===== src/hdl/lip_pkg.sv =====
// ---------------------------------------------------------------------------
// lip_pkg
// Shared types and constants of the lossless inverse predictor.
// ---------------------------------------------------------------------------
package lip_pkg;

    localparam int PIX_W  = 32;
    localparam int MODE_W = 4;
    localparam int CFG_W  = 13;
    localparam int USER_W = 5;

    typedef logic [PIX_W-1:0]  t_pixel;
    typedef logic [MODE_W-1:0] t_mode;

    // Opaque black, used for the very first pixel and for mode 0.
    localparam t_pixel ARGB_BLACK = 32'hff00_0000;

    // Predictor modes; 14 and 15 fall back to black.
    localparam t_mode MODE_BLACK      = 4'd0;
    localparam t_mode MODE_L          = 4'd1;
    localparam t_mode MODE_T          = 4'd2;
    localparam t_mode MODE_TR         = 4'd3;
    localparam t_mode MODE_TL         = 4'd4;
    localparam t_mode MODE_AVG_LTR_T  = 4'd5;
    localparam t_mode MODE_AVG_L_TL   = 4'd6;
    localparam t_mode MODE_AVG_L_T    = 4'd7;
    localparam t_mode MODE_AVG_TL_T   = 4'd8;
    localparam t_mode MODE_AVG_T_TR   = 4'd9;
    localparam t_mode MODE_AVG4       = 4'd10;
    localparam t_mode MODE_SELECT     = 4'd11;
    localparam t_mode MODE_GRAD_FULL  = 4'd12;
    localparam t_mode MODE_GRAD_HALF  = 4'd13;

    // Neighbourhood of the pixel being rebuilt.
    typedef struct packed {
        t_pixel left;
        t_pixel top;
        t_pixel top_left;
        t_pixel top_right;
    } t_nbr;

endpackage


===== src/hdl/lip_predict.sv =====
// ---------------------------------------------------------------------------
// lip_predict
// Per-channel predictor for all 14 modes, plus the modulo-256 add of the
// residual.
// ---------------------------------------------------------------------------
module lip_predict (
    input  lip_pkg::t_mode  i_mode,
    input  lip_pkg::t_nbr   i_nbr,
    input  lip_pkg::t_pixel i_residual,
    output lip_pkg::t_pixel o_pixel
);

    function automatic logic [7:0] avg2(input logic [7:0] a, input logic [7:0] b);
        logic [8:0] s;
        s = {1'b0, a} + {1'b0, b};
        return s[8:1];
    endfunction

    function automatic logic [7:0] clamp8(input logic signed [9:0] v);
        logic [7:0] r;
        if (v < 10'sd0) begin
            r = 8'd0;
        end else if (v > 10'sd255) begin
            r = 8'hff;
        end else begin
            r = v[7:0];
        end
        return r;
    endfunction

    logic [3:0][7:0] m5, m6, m7, m8, m9, m10, m12, m13;
    logic [3:0][7:0] ad_tc, ad_lc;
    logic [9:0]      sum_tc, sum_lc;
    lip_pkg::t_pixel pred;

    for (genvar g = 0; g < 4; g++) begin : g_lane
        logic [7:0]        l, t, c, d;
        logic signed [9:0] grad;
        logic signed [8:0] diff;
        logic signed [8:0] half;
        logic signed [9:0] gsum;

        assign l = i_nbr.left[8*g +: 8];
        assign t = i_nbr.top[8*g +: 8];
        assign c = i_nbr.top_left[8*g +: 8];
        assign d = i_nbr.top_right[8*g +: 8];

        assign m5[g]  = avg2(avg2(l, d), t);
        assign m6[g]  = avg2(l, c);
        assign m7[g]  = avg2(l, t);
        assign m8[g]  = avg2(c, t);
        assign m9[g]  = avg2(t, d);
        assign m10[g] = avg2(avg2(l, c), avg2(t, d));

        assign grad   = $signed({2'b00, l}) + $signed({2'b00, t}) - $signed({2'b00, c});
        assign m12[g] = clamp8(grad);

        // halving rounds toward zero: bias negatives by one before the shift
        assign diff   = $signed({1'b0, m7[g]}) - $signed({1'b0, c});
        assign half   = diff[8] ? ((diff + 9'sd1) >>> 1) : (diff >>> 1);
        assign gsum   = $signed({2'b00, m7[g]}) + 10'(half);
        assign m13[g] = clamp8(gsum);

        assign ad_tc[g] = (t > c) ? (t - c) : (c - t);
        assign ad_lc[g] = (l > c) ? (l - c) : (c - l);
    end

    assign sum_tc = 10'(ad_tc[0]) + 10'(ad_tc[1]) + 10'(ad_tc[2]) + 10'(ad_tc[3]);
    assign sum_lc = 10'(ad_lc[0]) + 10'(ad_lc[1]) + 10'(ad_lc[2]) + 10'(ad_lc[3]);

    always_comb begin
        unique case (i_mode)
            lip_pkg::MODE_BLACK:     pred = lip_pkg::ARGB_BLACK;
            lip_pkg::MODE_L:         pred = i_nbr.left;
            lip_pkg::MODE_T:         pred = i_nbr.top;
            lip_pkg::MODE_TR:        pred = i_nbr.top_right;
            lip_pkg::MODE_TL:        pred = i_nbr.top_left;
            lip_pkg::MODE_AVG_LTR_T: pred = m5;
            lip_pkg::MODE_AVG_L_TL:  pred = m6;
            lip_pkg::MODE_AVG_L_T:   pred = m7;
            lip_pkg::MODE_AVG_TL_T:  pred = m8;
            lip_pkg::MODE_AVG_T_TR:  pred = m9;
            lip_pkg::MODE_AVG4:      pred = m10;
            lip_pkg::MODE_SELECT:    pred = (sum_tc < sum_lc) ? i_nbr.left : i_nbr.top;
            lip_pkg::MODE_GRAD_FULL: pred = m12;
            lip_pkg::MODE_GRAD_HALF: pred = m13;
            default:                 pred = lip_pkg::ARGB_BLACK;
        endcase
    end

    always_comb begin
        for (int k = 0; k < 4; k++) begin
            o_pixel[8*k +: 8] = i_residual[8*k +: 8] + pred[8*k +: 8];
        end
    end

endmodule


===== config.mk =====
export PLATFORM = sky130hd
export DESIGN_NAME = lip_predict
export DESIGN_NICKNAME = d
export VERILOG_FILES = /design/src/hdl/lip_pkg.sv /design/src/hdl/lip_predict.sv
export SDC_FILE = /design/constraint.sdc
export NUM_CORES = 1
export LEC_CHECK = 0
export ABC_AREA = 1
export BUFFER_PORTS_ARGS = -buffer_cell sky130_fd_sc_hd__buf_2
export CORE_UTILIZATION = 50
export DETAILED_ROUTE_END_ITERATION = 6
export PLACE_DENSITY_LB_ADDON = 0.08
export SLEW_MARGIN = 25
export SYNTH_ARGS = -nofsm -noshare
export SYNTH_HDL_FRONTEND = slang
export SYNTH_SLANG_ARGS = --single-unit

===== constraint.sdc =====
create_clock -name vclk -period 18.9
set_input_delay 5.67 -clock vclk [all_inputs]
set_output_delay 5.67 -clock vclk [all_outputs]
set_load 0.02 [all_outputs]

==> impl_metrics.json, run 1 <==
{
  "start_util_pct": 50.5,
  "drt_pass1_iterations": 6,
  "vias_per_cell": 5.76,
  "fp.dieW_um": 221,
  "detail-route-antenna-nets": 0,
  "pwr-share-comb_pct": 100.0,
  "crit_fanout": 20,
  "required_ns": 13.23,
  "post_dp_cell_area_um2": 26600,
  "max_freq_mhz": 53.7,
  "synth_area_per_cell_um2": 6.25,
  "grt_max_degree": 41,
  "grt-busiest-layer": "met2",
  "wl_um": 95900,
  "status": "complete, no violations",
  "p_int_uw": 1630,
  "finalPower_uw": 4000,
  "worstMarginPinSlew_ns": 0.968,
  "multiInputGateArea_um2": 21800,
  "maxCapViolCount": 0,
  "portBuffers": 196,
  "core_um2": 47600,
  "final_cell_mix": "860 x nand2_1, 670 x inv_1, 422 x ha_1, 390 x a21oi_1, 233 x o21ai_0",
  "crit_family": "adder cells",
  "grt.total_usage_pct": 37.5,
  "layout-drive-gt1-share_pct": 13.7,
  "setup_viol": 0,
  "holdCritPathClass": "primary input to output pin",
  "pwr-share-clk_pct": 0,
  "critPathBufInv": 8,
  "wire_per_inst_um": 20.1,
  "grt_first_pass_wirelength_um": 145000,
  "gr-total-overflow": 0,
  "seq_power_share_pct": 0,
  "endpoint_kind": "output pin",
  "grtUsageMet2_pct": 61.1,
  "slowest_delay_ns": 0.55,
  "use_met1_pct": 49.0,
  "yosysWarnings": 0,
  "netlist_area_um2": 24100,
  "synth_cells": 3852,
  "nClkBuffers": 0,
  "min_period_ns": 18.62,
  "max_slew_margin_pct": 35.3,
  "fin_area_um2": 27600,
  "switching_share_pct": 59.1,
  "seq_cell_count": 0,
  "drtIter0Drc": 2768,
  "fillCellCount": 4910,
  "syn_nets": 4583,
  "use_met3_pct": 4.42,
  "die-area_um2": 49000,
  "timing.final.crit_share_pct": 98.5,
  "critPathSlowestCell": "fa_1",
  "syn2layout_area_growth_pct": 14.6,
  "final_common_cell": "nand2_1",
  "dpl.hpwl_um": 79900,
  "start_kind": "primary input",
  "criticalPathCategory": "primary input to output pin",
  "die_h_um": 221,
  "nNetsFinal": 4893,
  "worstPathArrival_ns": 12.95,
  "rows": 80,
  "synthDistinctLibCells": 56,
  "switching_power_uw": 2360,
  "gp_congestion": 1.10,
  "drc_errors": 0,
  "io_pins": 196,
  "ir_drop_uv": 359,
  "ys_seq_area_share_pct": 0,
  "via_count": 27500,
  "cp_common_cell": "nand2_1",
  "grt_pass1_vias": 25300,
  "seqCellArea_um2": 0,
  "leakagePower_uw": 0.0150,
  "hold_viol": 0,
  "antenna_found_initial": 5,
  "p_per_area_nw_per_um2": 145,
  "holdWs_ns": 11.69,
  "finalMaxSlewViolations": 0
}
[cell usage after synthesis, types with 6 or more instances]
library cell	count	area, um^2
buf_2	33	165
o21ai_0	250	1250
nor4_1	6	37.5
fa_1	116	2320
a21oi_1	400	2000
nor3_1	40	200
a21oi_4	8	130
a31oi_1	11	68.8
o21ai_1	14	70.1
nand3_1	212	1060
o21bai_1	14	105
o211ai_1	40	300
nand3b_1	16	120
o2111ai_1	6	52.6
clkbuf_1	22	82.6
a221oi_1	21	184
mux2i_1	14	140
nand2_2	13	81.3
o311ai_0	8	70.1
o22ai_1	37	231
buf_4	8	60.1
a211oi_1	6	45.0
ha_1	451	5640
inv_1	682	2560
nor2_1	161	604
mux2_2	17	191
or2_2	25	156
nand4_1	58	363
o221ai_1	13	114
and2_1	6	37.5
xnor2_1	54	473
xor2_1	160	1400
nand2_1	868	3260
[area by class of cell]
| class | count | share of cell area [%] |
|---|---|---|
| inverters | 687 | 9.42 |
| repair buffers | 375 | 8.81 |
| well taps | 615 | 2.79 |
| diodes | 4 | 0.0363 |
| multi-input cells | 3098 | 78.9 |
[power by group through the flow]
stage	sequential [uW]	combinational, uW	clock [uW]
after global routing	0	4300	0.0000142
after global placement	0	3040	0
after CTS	0	3070	0
final	0	4000	0.0000286
after detailed placement	0	3060	0
after floorplan	0	2120	0
[metrics by stage]
step	cells	utilization (%)	setup TNS (ns)	worst slack (ns)
2_1_floorplan	3852	-	0	0.957
3_3_place_gp	4739	55.8	0	0.164
3_5_place_dp	4739	55.8	0	0.0322
4_1_cts	4739	55.8	0	0.00663
5_1_grt	4777	57.8	-0.680	-0.121
6_report	4779	57.8	0	0.282
[timing repair]
action,4_1_cts,5_1_grt
setup buffers,0,30
gates resized for setup,0,142
endpoints found under the setup margin,0,15
hold buffers,0,0
[per-layer routing]
metal,share of wire (%),vias to the layer above
met5,0.013,-
met4,6.1,2
met3,8.8,340
met2,44,1392
met1,41,12400
li1,-,13400
[cell families after synthesis]
logic type | after synthesis | share of synthesized area, %
xor+xnor | 215 | 7.86
mux | 31 | 1.38
fa+ha+maj | 567 | 33.1
buf+inv | 756 | 12.1
compound gates | 861 | 20.3
simple gates | 1422 | 25.2
[tightest hold or removal path, delay by kind of cell]
family | cells | cell delay, ns
buf+inv | 2 | 0.23
fa+ha+maj | 1 | 0.12
[path summary, 6_finish.rpt]
| check | from | to | slack [ns] | cells past startpoint |
|---|---|---|---|---|
| worst max-delay path | i_nbr[53] | o_pixel[7] | 0.28 | 41 |
| worst min-delay path | i_residual[16] | o_pixel[16] | 11.69 | 3 |
Power figures use the tool's default switching activity.
==> run 2: changes to the inputs <==
==> constraint.sdc (replaced) <==
create_clock -name vclk -period 18.9
set_input_delay 2.835 -clock vclk [all_inputs]
set_output_delay 2.835 -clock vclk [all_outputs]
set_load 0.02 [all_outputs]
==> impl_metrics.json, run 2 (synthesis results as in run 1) <==
{
  "status": "complete, no violations",
  "fp.dieW_um": 221,
  "grt_first_pass_wirelength_um": 139000,
  "fillCellCount": 5109,
  "final.setup.tns_ns": 0,
  "syn2layout_area_growth_pct": 6.51,
  "core_um2": 47600,
  "post_dp_cell_area_um2": 25600,
  "portBuffers": 196,
  "via_count": 26600,
  "dpl.hpwl_um": 75500,
  "slowest_delay_ns": 0.70,
  "p_int_uw": 995,
  "wire_per_inst_um": 19.6,
  "required_ns": 16.07,
  "final_cell_mix": "868 x nand2_1, 682 x inv_1, 451 x ha_1, 400 x a21oi_1, 250 x o21ai_0",
  "leakagePower_uw": 0.0142,
  "start_util_pct": 50.5,
  "max_freq_mhz": 68.0,
  "holdWs_ns": 6.01,
  "stdcell_count": 4613,
  "seq_cell_count": 0,
  "post_cts_resized": 0,
  "rsz0062_at_grt": "no",
  "drt_pass1_iterations": 6,
  "post_cts_buffers": 0,
  "cp_common_cell": "nand2_1",
  "switching_share_pct": 66.0,
  "worstMarginPinSlew_ns": 1.11,
  "min_period_ns": 14.70,
  "hold_viol": 0,
  "finalMaxSlewViolations": 0,
  "p_per_area_nw_per_um2": 114,
  "die_h_um": 221,
  "critPathSlowestCell": "o21ai_1",
  "final_common_cell": "nand2_1",
  "grt_max_degree": 33,
  "gp_congestion": 1.04,
  "vias_per_cell": 5.76,
  "endpoint_kind": "output pin",
  "antenna_found_initial": 3,
  "grt_pass1_vias": 24600,
  "finalPower_uw": 2920,
  "start_kind": "primary input",
  "gr-total-overflow": 0,
  "pwr-share-clk_pct": 0,
  "io_pins": 196,
  "switching_power_uw": 1930,
  "worstPathArrival_ns": 11.87,
  "criticalPathCategory": "primary input to output pin",
  "crit_fanout": 25,
  "pwr-share-comb_pct": 100.0,
  "maxCapViolCount": 0,
  "drtIter0Drc": 2355,
  "seqCellArea_um2": 0,
  "max_slew_margin_pct": 25.8,
  "rows": 80,
  "setup_viol": 0,
  "drc_errors": 0,
  "ir_drop_uv": 357,
  "wl_um": 90300,
  "fin_area_um2": 25600,
  "nClkBuffers": 0,
  "ctsHoldBuffers": 0,
  "layout-drive-gt1-share_pct": 7.63,
  "timing.final.crit_share_pct": 77.8,
  "nNetsFinal": 4730,
  "holdCritPathClass": "primary input to output pin",
  "seq_power_share_pct": 0,
  "grt.total_usage_pct": 36.0,
  "detail-route-antenna-nets": 0,
  "die-area_um2": 49000,
  "place_inst": 4612
}
[run 2: per-stage QoR]
step | setup slack, ns | util, %
detailed placement | 4.40 | 53.8
finish | 4.20 | 53.8
floorplan | 6.63 | -
CTS | 4.39 | 53.8
global placement | 4.59 | 53.8
global route | 3.38 | 53.8
[run 2: critical path: cells and delay by family]
family          cells  cell delay, ns
xor+xnor            2            0.42
simple gates       18            2.44
compound gates     10            1.84
fa+ha+maj           6            2.32
buf+inv             9            1.67
mux                 1            0.34
[run 2: per-layer routing]
layer	up-vias	share of wire, %	wire length (um)	GRT usage, %
met2	1207	44	40000	58.5
li1	13100	-	-	-
met5	-	0.028	25	0
met3	249	8.0	7180	3.85
met4	4	4.5	4090	14.0
met1	12000	43	39000	48.6
[run 2: path summary, 6_finish.rpt]
kind / end / slack, ns / start / depth (start not counted)
worst min-delay path: o_pixel[8] / 6.01 / i_residual[8] / 3
worst max-delay path: o_pixel[15] / 4.20 / i_nbr[39] / 46
[run 2: layout make-up]
class	count	area, um^2	share of cell area [%]
inverters	687	2580	10.1
repair buffers	214	1120	4.36
well taps	615	769	3.00
multi-input cells	3096	21200	82.6
diodes	1	2.50	0.00977
[run 2: power by group through the flow]
stage                     sequential (uW)  clock [uW]  combinational [uW]
final                                   0  0.00000709                2920
after CTS                               0           0                2860
after global placement                  0           0                2830
after detailed placement                0           0                2850
after global routing                    0           0                3260
after floorplan                         0           0                2120
==> run 3: changes to the inputs <==
==> constraint.sdc (replaced) <==
create_clock -name vclk -period 11.9
set_input_delay 1.785 -clock vclk [all_inputs]
set_output_delay 1.785 -clock vclk [all_outputs]
set_load 0.02 [all_outputs]
==> impl_metrics.json, run 3 (synthesis results as in run 1) <==
{
  "gp_congestion": 1.05,
  "gr-total-overflow": 0,
  "nNetsFinal": 4746,
  "violations": "design-rule violations",
  "wl_um": 92600,
  "worstPathArrival_ns": 9.56,
  "hold_viol": 0,
  "seqCellArea_um2": 0,
  "ir_drop_uv": 743,
  "finalMaxSlewViolations": 0,
  "syn2layout_area_growth_pct": 7.41,
  "max_freq_mhz": 88.1,
  "maxCapViolCount": 0,
  "use_met1_pct": 49.4,
  "min_period_ns": 11.35,
  "use_met3_pct": 3.77,
  "detail-route-antenna-nets": 0,
  "drc_errors": 4,
  "nClkBuffers": 0,
  "status": "finished, violations left",
  "cp_common_cell": "nand2_1",
  "via_count": 26800,
  "worstMarginPinSlew_ns": 1.10,
  "core_um2": 47600,
  "dpl.hpwl_um": 77200,
  "vias_per_cell": 5.79,
  "final_cell_mix": "866 x nand2_1, 680 x inv_1, 445 x ha_1, 400 x a21oi_1, 250 x o21ai_0",
  "crit_family": "adder cells",
  "holdCritPathClass": "primary input to output pin",
  "grt_first_pass_wirelength_um": 141000,
  "pwr-share-clk_pct": 0,
  "grt-busiest-layer": "met2",
  "final_common_cell": "nand2_1",
  "leakagePower_uw": 0.0142,
  "grt_max_degree": 49,
  "criticalPathCategory": "primary input to output pin",
  "p_per_area_nw_per_um2": 185,
  "critPathSlowestCell": "o21ai_0",
  "seq_power_share_pct": 0,
  "holdPathStages": 3,
  "switching_share_pct": 64.3,
  "critPathBufInv": 8,
  "place_ws_ns": 0.426,
  "endpoint_kind": "output pin",
  "start_util_pct": 50.5,
  "switching_power_uw": 3070,
  "required_ns": 10.12,
  "start_kind": "primary input",
  "setup_slack_ns": 0.553,
  "grt_pass1_vias": 24600,
  "die-area_um2": 49000,
  "p_int_uw": 1700,
  "layout-drive-gt1-share_pct": 8.37,
  "portBuffers": 196,
  "die_h_um": 221,
  "rows": 80,
  "max_slew_margin_pct": 26.7,
  "grt.total_usage_pct": 36.5,
  "stdcell_count": 4632,
  "wire_per_inst_um": 20.0,
  "setup_viol": 0,
  "ctsHoldBuffers": 0,
  "place_inst": 4621,
  "final_core_util_pct": 54.2,
  "fp.dieW_um": 221,
  "pwr-share-comb_pct": 100.0,
  "drtIter0Drc": 2674,
  "io_pins": 196,
  "drt_pass1_iterations": 7,
  "slowest_delay_ns": 0.55,
  "grtUsageMet2_pct": 59.0,
  "worst-path-stages": 41,
  "seq_cell_count": 0,
  "timing.final.crit_share_pct": 95.4,
  "antenna_found_initial": 4,
  "crit_fanout": 10
}
-- run 3: cell types whose count changed in the layout (fill, tap and decap cells not counted), sizes merged --
cell      previous run  this run
buf                214       228
inv                687       685
diode                1         4
clkinvlp             0         2
clkbuf               0         2
-- run 3: area by class of cell --
class	count	area [um^2]
repair buffers	230	1250
diodes	4	10.0
fillers	5038	21800
multi-input cells	3096	21200
well taps	615	769
inverters	687	2590
-- run 3: what timing repair did --
item                                    in CTS  in global routing
gates resized for setup                      0                 23
buffers inserted                             0                  7
endpoints found under the setup margin       0                  8
-- run 3: final timing paths --
| check | from | end | slack (ns) |
|---|---|---|---|
| worst max-delay path | i_nbr[55] | o_pixel[7] | 0.55 |
| worst min-delay path | i_residual[0] | o_pixel[0] | 3.92 |
-- run 3: per-layer routing --
metal  up-vias  part of all wire, %
met5         -                    0
met4         0                  5.1
met3       267                  8.3
met2      1266                   43
met1     12200                   43
li1      13100                    -
-- run 3: metrics by stage --
| stage | cell area (um^2) | total power [uW] | hold slack, ns | TNS (ns) |
|---|---|---|---|---|
| 2_1_floorplan | 24100 | 3360 | 3.78 | 0 |
| 6_report | 25800 | 4770 | 3.92 | 0 |
| 3_5_place_dp | 25700 | 4560 | 3.91 | 0 |
| 5_1_grt | 25800 | 5310 | 3.93 | -0.0350 |
| 4_1_cts | 25700 | 4590 | 3.92 | 0 |
| 3_3_place_gp | 25700 | 4530 | 3.92 | 0 |
-- run 3: worst min-delay path, stage by stage --
cell and delay (ns):
buf_2 0.08, ha_1 0.12, buf_2 0.15
-- run 3: power groups by stage --
| stage | registers [uW] | clock network (uW) | logic (uW) |
|---|---|---|---|
| 5_1_grt | 0 | 0.0000225 | 5310 |
| 6_report | 0 | 0.0000454 | 4770 |
| 3_3_place_gp | 0 | 0 | 4530 |
| 2_1_floorplan | 0 | 0 | 3360 |
| 4_1_cts | 0 | 0 | 4590 |
| 3_5_place_dp | 0 | 0 | 4560 |
